===== src/hdl/dptt_pkg.sv =====
// Package for the depth-preferred transposition table: sizes, codes and the
// structs that pass between the front end, the back end and the table RAM.
// No dependencies.
package dptt_pkg;

    localparam int INDEX_BITS = 10;
    localparam int TABLE_SIZE = 1 << INDEX_BITS;

    localparam int HASH_BITS  = 64;
    localparam int DEPTH_BITS = 6;
    localparam int SCORE_BITS = 16;
    localparam int MOVE_BITS  = 16;
    localparam int FLAG_BITS  = 4;
    localparam int BOUND_BITS = 2;

    // Command queue between front end and back end.
    localparam int QDEPTH    = 2;
    localparam int QPTR_BITS = 1;
    localparam int QCNT_BITS = 2;

    localparam int IN_DATA_BITS  = 144;
    localparam int OUT_DATA_BITS = 48;

    typedef enum logic [1:0] {
        ACT_LOOKUP = 2'd0,
        ACT_STORE  = 2'd1,
        ACT_CLEAR  = 2'd2,
        ACT_NONE   = 2'd3
    } action_t;

    localparam logic [BOUND_BITS-1:0] BOUND_EXACT = 2'd0;
    localparam logic [BOUND_BITS-1:0] BOUND_LOWER = 2'd1;
    localparam logic [BOUND_BITS-1:0] BOUND_UPPER = 2'd2;

    typedef enum logic [1:0] {
        ST_CLEAR,
        ST_IDLE,
        ST_EVAL
    } state_t;

    // Input word as packed on the slave tdata; the last field declared here sits in the lowest bits.
    typedef struct packed {
        logic [4:0]                   pad;
        logic [FLAG_BITS-1:0]         move_flags;
        logic [MOVE_BITS-1:0]         move_code;
        logic signed [SCORE_BITS-1:0] beta;
        logic signed [SCORE_BITS-1:0] alpha;
        logic signed [SCORE_BITS-1:0] score;
        logic                         eval_only;
        logic [DEPTH_BITS-1:0]        remaining_depth;
        logic [HASH_BITS-1:0]         position_hash;
    } in_word_t;

    // Classified command handed from the front end to the back end.
    typedef struct packed {
        action_t                      action;
        logic [HASH_BITS-1:0]         hash;
        logic [DEPTH_BITS-1:0]        req_depth;
        logic                         eval_only;
        logic [BOUND_BITS-1:0]        bound;
        logic signed [SCORE_BITS-1:0] score;
        logic [MOVE_BITS-1:0]         move_code;
        logic [FLAG_BITS-1:0]         move_flags;
    } cmd_t;

    // One table entry. A depth of minus one marks the entry empty.
    typedef struct packed {
        logic [HASH_BITS-1:0]         tag;
        logic signed [DEPTH_BITS:0]   depth;
        logic signed [SCORE_BITS-1:0] score;
        logic [MOVE_BITS-1:0]         move_code;
        logic [FLAG_BITS-1:0]         move_flags;
        logic [BOUND_BITS-1:0]        bound;
    } entry_t;

    localparam int ENTRY_BITS = $bits(entry_t);

    localparam entry_t EMPTY_ENTRY = '{
        tag:        '0,
        depth:      '1,
        score:      '0,
        move_code:  '0,
        move_flags: '0,
        bound:      '0
    };

    // Result word; the last field declared here sits in the lowest bits.
    typedef struct packed {
        logic                         written;
        logic [FLAG_BITS-1:0]         stored_move_flags;
        logic [MOVE_BITS-1:0]         stored_move_code;
        logic signed [SCORE_BITS-1:0] stored_score;
        logic [BOUND_BITS-1:0]        bound_kind;
        logic [DEPTH_BITS-1:0]        stored_depth;
        logic                         hit;
    } result_t;

    // Status from the back end to the front end.
    typedef struct packed {
        logic init_busy;
    } back_status_t;

endpackage


===== src/hdl/dptt_front.sv =====
// Front end: accepts input words, classifies the bound of a store and
// queues the resulting commands for the back end. Uses dptt_pkg.
module dptt_front
    import dptt_pkg::*;
(
    input  logic         clk,
    input  logic         rst_n,
    input  logic         in_valid,
    output logic         in_ready,
    input  in_word_t     in_word,
    input  action_t      in_action,
    input  back_status_t back_status,
    output logic         cmd_valid,
    input  logic         cmd_pop,
    output cmd_t         cmd
);

    cmd_t                 q_mem_reg [QDEPTH];
    logic [QPTR_BITS-1:0] wr_ptr_reg, wr_ptr_next;
    logic [QPTR_BITS-1:0] rd_ptr_reg, rd_ptr_next;
    logic [QCNT_BITS-1:0] count_reg, count_next;
    cmd_t                 new_cmd;
    logic                 push;

    // Beta is tested first, so an inverted window still gives a lower bound.
    always_comb
    begin
        new_cmd.action     = in_action;
        new_cmd.hash       = in_word.position_hash;
        new_cmd.req_depth  = in_word.remaining_depth;
        new_cmd.eval_only  = in_word.eval_only;
        new_cmd.score      = in_word.score;
        new_cmd.move_code  = in_word.move_code;
        new_cmd.move_flags = in_word.move_flags;
        if (in_word.score >= in_word.beta)
        begin
            new_cmd.bound = BOUND_LOWER;
        end
        else if (in_word.score <= in_word.alpha)
        begin
            new_cmd.bound = BOUND_UPPER;
        end
        else
        begin
            new_cmd.bound = BOUND_EXACT;
        end
    end

    assign in_ready  = (count_reg != QCNT_BITS'(QDEPTH)) && !back_status.init_busy;
    assign push      = in_valid && in_ready;
    assign cmd_valid = (count_reg != '0);
    assign cmd       = q_mem_reg[rd_ptr_reg];

    always_comb
    begin
        wr_ptr_next = push ? wr_ptr_reg + 1'b1 : wr_ptr_reg;
        rd_ptr_next = cmd_pop ? rd_ptr_reg + 1'b1 : rd_ptr_reg;
        count_next  = count_reg + QCNT_BITS'(push) - QCNT_BITS'(cmd_pop);
    end

    always_ff @(posedge clk or negedge rst_n)
    begin
        if (!rst_n)
        begin
            wr_ptr_reg <= '0;
            rd_ptr_reg <= '0;
            count_reg  <= '0;
        end
        else
        begin
            wr_ptr_reg <= wr_ptr_next;
            rd_ptr_reg <= rd_ptr_next;
            count_reg  <= count_next;
        end
    end

    always_ff @(posedge clk)
    begin
        if (push)
        begin
            q_mem_reg[wr_ptr_reg] <= new_cmd;
        end
    end

endmodule


===== config.mk =====
export PLATFORM = sky130hd
export DESIGN_NAME = dptt_front
export DESIGN_NICKNAME = d
export VERILOG_FILES = /design/src/hdl/dptt_pkg.sv /design/src/hdl/dptt_front.sv
export SDC_FILE = /design/constraint.sdc
export NUM_CORES = 1
export LEC_CHECK = 0
export ABC_CLOCK_PERIOD_IN_PS = 13400
export BUFFER_PORTS_ARGS = -buffer_cell sky130_fd_sc_hd__buf_4
export CORE_UTILIZATION = 40
export CTS_CLUSTER_SIZE = 8
export DETAILED_ROUTE_END_ITERATION = 6
export PLACE_DENSITY = 0.69
export SLEW_MARGIN = 20
export SYNTH_ARGS = -nofsm -noshare
export SYNTH_HDL_FRONTEND = slang
export SYNTH_SLANG_ARGS = --single-unit

===== constraint.sdc =====
create_clock -name clk -period 13.4 [get_ports clk]
set_clock_uncertainty 0.15 [all_clocks]
set_input_delay 2.01 -clock clk [delete_from_list [all_inputs] [get_ports clk]]
set_output_delay 2.01 -clock clk [all_outputs]
set_load 0.005 [all_outputs]

==> metrics.yaml, run 1 <==
setup_path:
  required_ns: 11.24
  worstRegToRegCells: 5
  path_max_fanout: 59
  crit_path_end_kind: "primary output"
  worstPathArrival_ns: 2.79
  critical_path_class: "reg -> out"
  cp-start-kind: "flop"
routing:
  vias: 5102
  drtIter0Drc: 243
  postRouteAntennaNets: 0
  wire_per_inst_um: 17.51
  vias_per_cell: 4.850
  drt_first_pass_iters: 7
  totalWireLength_um: 18420
  route.detailed.drc: 34
global_routing:
  grt_pass1_wl_um: 29630
  grt_pass1_vias: 5736
  gr-usage-all-layers_pct: 16.25
  grt_max_degree: 87
  gr-total-overflow: 0
  antenna_found_initial: 0
cts:
  cts_sinks: 226
  tritoncts: "built"
  cts-hold-fix-buffers: 0
  clk_latency_ns: 0.47
  cts.clk_slew.worst_paths_ns: 0.05
  numCtsBuffers: 34
  htreeDepth: 2
  root_buffer: "clkbuf_16"
  cts_resized: 0
  clockBufferDepth: 3
  postCtsSetupBuffers: 0
pwr:
  power_leakage_nw: 4.808
  power_density_mw_per_mm2: 182.9
  ir_drop_uv: 97.25
  power.total_w: 0.002237
timing:
  slew_headroom_pct: 43.72
  finalHoldViolations: 0
  rsz0062_at_grt: "no"
  min_period_ns: 4.951
  finalSetupTns_ns: 0
  setup_viol: 0
  timing.final.crit_share_pct: 36.95
  max_clock_freq_ghz: 0.2020
  worst_pin_slew_ns: 0.8442
  final_max_slew_viol_count: 0
finish:
  seqCellArea_mm2: 0.006770
  fill_cells: 1747
  largest_reg_flops: 222
  final_core_util_pct: 55.71
  diodes: 0
  syn_to_final_growth_pct: 36.00
  multiInputGateArea_mm2: 0.002053
  drive_gt1_share_pct: 53.89
  fin_nets: 949
die:
  rows: 54
  io_pins: 264
  core_area_mm2: 0.02196
  dieArea_mm2: 0.02309
  die_w_um: 152.0
  die_y_um: 152.0
  start_util_pct: 40.96
synthesis:
  postSynthCellCount: 479
  synth_nets: 664
  synth_warnings: 0
  syn-cell-area_mm2: 0.008995
  avgSynthCellArea_um2: 18.78
  ys_seq_elements: 226
  synth_seq_area_share_pct: 75.23
  yosys.cell_types.count: 30
place:
  dp_hpwl_um: 12570
  routabilityCongestion: 0.8003
  io_buffer_count: 258
hold_path:
  hp-class: "reg -> reg"
  min_path_cells: 1
job:
  max_cap_violations: 0
outcome:
  status: "complete, but fails checks"
  violations: "DRC"
-- critical path, stage by stage, from the launching register on --
cell     delay (ns)
dfrtp_4        0.92
buf_4          0.75
mux2_2         0.43
buf_4          0.14
-- path summary, 6_finish.rpt --
path	slack, ns	startpoint	end
max in group asynchronous	11.81	rst_n	rd_ptr_reg$_DFFE_PN0P_
worst max-delay path	8.45	rd_ptr_reg$_DFFE_PN0P_	cmd[93]
min in group asynchronous	1.17	rst_n	count_reg[1]$_DFF_PN0_
worst min-delay path	0.38	count_reg[1]$_DFF_PN0_	count_reg[1]$_DFF_PN0_
worst max register to register	10.59	count_reg[0]$_DFF_PN0_	q_mem_reg[0][52]$_DFFE_PP_
worst min register to register	0.38	count_reg[1]$_DFF_PN0_	count_reg[1]$_DFF_PN0_
-- layer usage --
layer | vias up | GRT usage (%) | routed length, µm
met2 | 187 | 28.73 | 9477
met4 | 0 | 6.025 | 406
met5 | - | 0 | 0
met3 | 34 | 4.963 | 1507
li1 | 2404 | - | -
met1 | 2477 | 18.53 | 7028
-- power by group --
group	internal [W]	switching, W
Combinational	0.000326	0.000222
Clock	0.000487	0.000265
Sequential	0.000883	0.0000543
Total	0.00170	0.000541
-- Yosys cell counts --
cell type | count | area share (%)
nand2_1 | 5 | 0.21
buf_1 | 3 | 0.13
nand4_1 | 7 | 0.49
nand2b_1 | 2 | 0.14
or2b_1 | 1 | 0.083
a21oi_1 | 12 | 0.67
dfrtp_1 | 4 | 1.1
xnor2_1 | 3 | 0.29
a211oi_1 | 4 | 0.33
nor2b_1 | 2 | 0.14
or3b_1 | 1 | 0.097
edfxtp_1 | 222 | 74
a21o_1 | 3 | 0.25
mux2_4 | 1 | 0.17
nand3_1 | 2 | 0.11
mux2_2 | 111 | 14
xor2_1 | 1 | 0.097
ha_1 | 34 | 4.7
a21oi_2 | 1 | 0.097
nor2_1 | 4 | 0.17
buf_2 | 6 | 0.33
and3_1 | 1 | 0.070
o211ai_1 | 1 | 0.083
or4_1 | 1 | 0.083
or3_1 | 1 | 0.070
or2_2 | 1 | 0.070
o21ai_0 | 5 | 0.28
inv_1 | 36 | 1.5
clkbuf_1 | 3 | 0.13
nor4_1 | 1 | 0.070
-- metrics by stage --
step / hold WS, ns / setup slack (ns) / cells / instance area [µm²]
after floorplan: 0.3097 / 5.687 / 479 / 8995
after global placement: 0.3411 / 8.650 / 1008 / 11270
after detailed placement: 0.3695 / 8.608 / 1008 / 11270
after CTS: 0.3808 / 8.430 / 1052 / 12230
after global routing: 0.4072 / 8.298 / 1052 / 12230
final: 0.3761 / 8.449 / 1052 / 12230
-- layout by cell type (no fill, tap or decap), drive strengths merged --
cell type  instances
nor2               4
edfxtp           222
or2b               1
nand3              2
dfrtp              4
nand2b             2
and3               1
buf              261
o211ai             1
mux2             112
xnor2              3
a21oi             13
or3                1
ha                34
o21ai              5
or3b               1
nor4               1
clkbuf            43
inv               36
xor2               1
or2                1
a211oi             4
nor2b              2
nand4              7
or4                1
a21o               3
clkinv             1
nand2              5
-- final cells by class --
| class | instances | share of cell area [%] |
|---|---|---|
| repair buffers | 261 | 16.08 |
| clock buffers | 43 | 7.753 |
| flip-flops and latches | 226 | 55.34 |
| inverters | 36 | 1.105 |
| multi-input cells | 205 | 16.78 |
| clock inverters | 1 | 0.07160 |
| well taps | 280 | 2.864 |
-- cell families (layout without fill, tap and decap cells) --
group | count (synthesis) | after routing | synth area share (%)
flip-flops | 226 | 226 | 75.23
adder cells (fa/ha/maj) | 34 | 34 | 4.729
multiplexers | 112 | 112 | 14.06
buffers and inverters | 48 | 341 | 2.087
AO/OA/AOI/OAI | 26 | 26 | 1.711
XOR/XNOR | 4 | 4 | 0.3896
AND/OR/NAND/NOR | 29 | 29 | 1.795
No activity file was read; power rests on OpenSTA's default activity.
==> run 2: changes to the inputs <==
ABC_CLOCK_PERIOD_IN_PS = 4800   (was 13400)
clock period = 4.8 ns   (was 13.4 ns; I/O delays follow)
==> run 2 against run 1 <==
  * The flow still finishes with violations (DRC)
  * Total power rose to 2.8 times the previous value
  * Largest power group unchanged
  * Count of clock-buffer cells in the layout unchanged
  * Largest cell class unchanged
  * Critical path depth unchanged
  * First-iteration DRC count down 14%
  * Setup slack worse by 6.9 ns
  * Combinational power rose to 2.8 times the previous value
  * Highest routed layer unchanged
  * Cell area up 0.39%
  * Non-clock buffer count up 2
  * Routed wire length up 0.10%
  * Clock power rose to 2.8 times the previous value
==> metrics.yaml, run 2 (same netlist as run 1, synthesis figures left out) <==
timing:
  final_max_slew_viol_count: 0
  max_clock_freq_ghz: 0.3067
  finalSetupTns_ns: 0
  slew_headroom_pct: 45.58
  min_period_ns: 3.260
  finalHoldViolations: 0
  setup_viol: 0
  worst_pin_slew_ns: 0.8163
  timing.final.crit_share_pct: 67.92
  hold_slack_ns: 0.2711
  fin_ws_ns: 1.540
  rsz0062_at_grt: "no"
cts:
  htreeDepth: 2
  cts_resized: 0
  postCtsSetupBuffers: 0
  root_buffer: "clkbuf_16"
  numCtsBuffers: 34
  tritoncts: "built"
  cts-hold-fix-buffers: 1
  cts_sinks: 226
  cts.clk_slew.worst_paths_ns: 0.05
  clockBufferDepth: 3
  clk_latency_ns: 0.48
routing:
  vias: 5115
  wire_per_inst_um: 17.49
  postRouteAntennaNets: 0
  route.detailed.drc: 32
  drt_first_pass_iters: 7
  vias_per_cell: 4.853
  drtIter0Drc: 210
  totalWireLength_um: 18440
setup_path:
  worstPathArrival_ns: 2.39
  required_ns: 3.93
  max_stage_delay_ns: 0.90
  cp_slowest_cell: "dfrtp_4"
  cp-start-kind: "flop"
  crit_path_end_kind: "primary output"
  path_max_fanout: 61
  critical_path_class: "reg -> out"
  crit_chain: "buf_12, mux2_2, buf_4"
  worstRegToRegCells: 5
global_routing:
  grt_max_degree: 62
  gr-usage-all-layers_pct: 15.93
  gr-total-overflow: 0
  grt_pass1_vias: 5432
  grt_pass1_wl_um: 28790
  antenna_found_initial: 0
finish:
  diodes: 0
  fin_nets: 951
  drive_gt1_share_pct: 53.88
  final_common_cell: "buf_4"
  multiInputGateArea_mm2: 0.002053
  layout_common_cells: "buf_4 (259), edfxtp_1 (222), mux2_2 (111), clkbuf_16 (37), inv_1 (36)"
  seqCellArea_mm2: 0.006770
  final_core_util_pct: 55.93
  syn_to_final_growth_pct: 36.53
  largest_reg_flops: 222
  fill_cells: 1688
place:
  routabilityCongestion: 0.8186
  dp_slack_ns: 1.815
  io_buffer_count: 258
  dp_hpwl_um: 12480
pwr:
  power_density_mw_per_mm2: 510.8
  power_leakage_nw: 4.827
  ir_drop_uv: 266.4
die:
  start_util_pct: 40.96
  die_y_um: 152.0
  die_w_um: 152.0
  io_pins: 264
  core_area_mm2: 0.02196
  dieArea_mm2: 0.02309
  rows: 54
hold_path:
  hp-class: "in -> reg"
  min_path_cells: 1
outcome:
  status: "complete, but fails checks"
  violations: "DRC"
job:
  max_cap_violations: 0
run 2: worst paths after layout:
path / from / to / slack, ns
worst max-delay path: rd_ptr_reg$_DFFE_PN0P_ / cmd[40] / 1.54
worst min-delay path: in_word[123] / q_mem_reg[0][8]$_DFFE_PP_ / 0.27
worst max register to register: count_reg[0]$_DFF_PN0_ / q_mem_reg[0][11]$_DFFE_PP_ / 2.32
worst min register to register: count_reg[1]$_DFF_PN0_ / count_reg[1]$_DFF_PN0_ / 0.35
max in group asynchronous: rst_n / rd_ptr_reg$_DFFE_PN0P_ / 3.96
min in group asynchronous: rst_n / count_reg[1]$_DFF_PN0_ / 0.43
run 2: metal layers:
metal  vias up  share of wire [%]  GRT usage [%]
met1      2477                 40          18.73
met5         -                  0              0
met4         0                2.1          5.248
met2       195                 50          27.49
li1       2411                  -              -
met3        32                8.4          5.277
run 2: worst max-delay path, delay by kind of cell (launching register included):
kind     cells  cell delay, ns
flops        1            0.90
mux          1            0.39
buf+inv      2            0.52
run 2: report_power, final:
group,total (W),switching [W],leakage [nW],internal (W)
registers,0.00261,0.000148,2.07,0.00246
clock network,0.00211,0.000749,0.467,0.00136
logic,0.00156,0.000627,2.29,0.000928
total,0.00627,0.00152,4.83,0.00475
run 2: cell type report:
type | count | area share [%]
tap | 280 | 2.853
sequential | 226 | 55.13
multi-input combinational | 205 | 16.72
timing repair buffer | 263 | 16.40
clock buffer | 43 | 7.723
inverter | 36 | 1.100
clock inverter | 1 | 0.07132
run 2: stage by stage:
stage	std cells	area (µm²)	total power, W
floorplan	479	8997	0.003403
global placement	1009	11310	0.004184
detailed placement	1009	11310	0.004231
CTS	1054	12280	0.006378
global route	1054	12280	0.006566
finish	1054	12280	0.006273
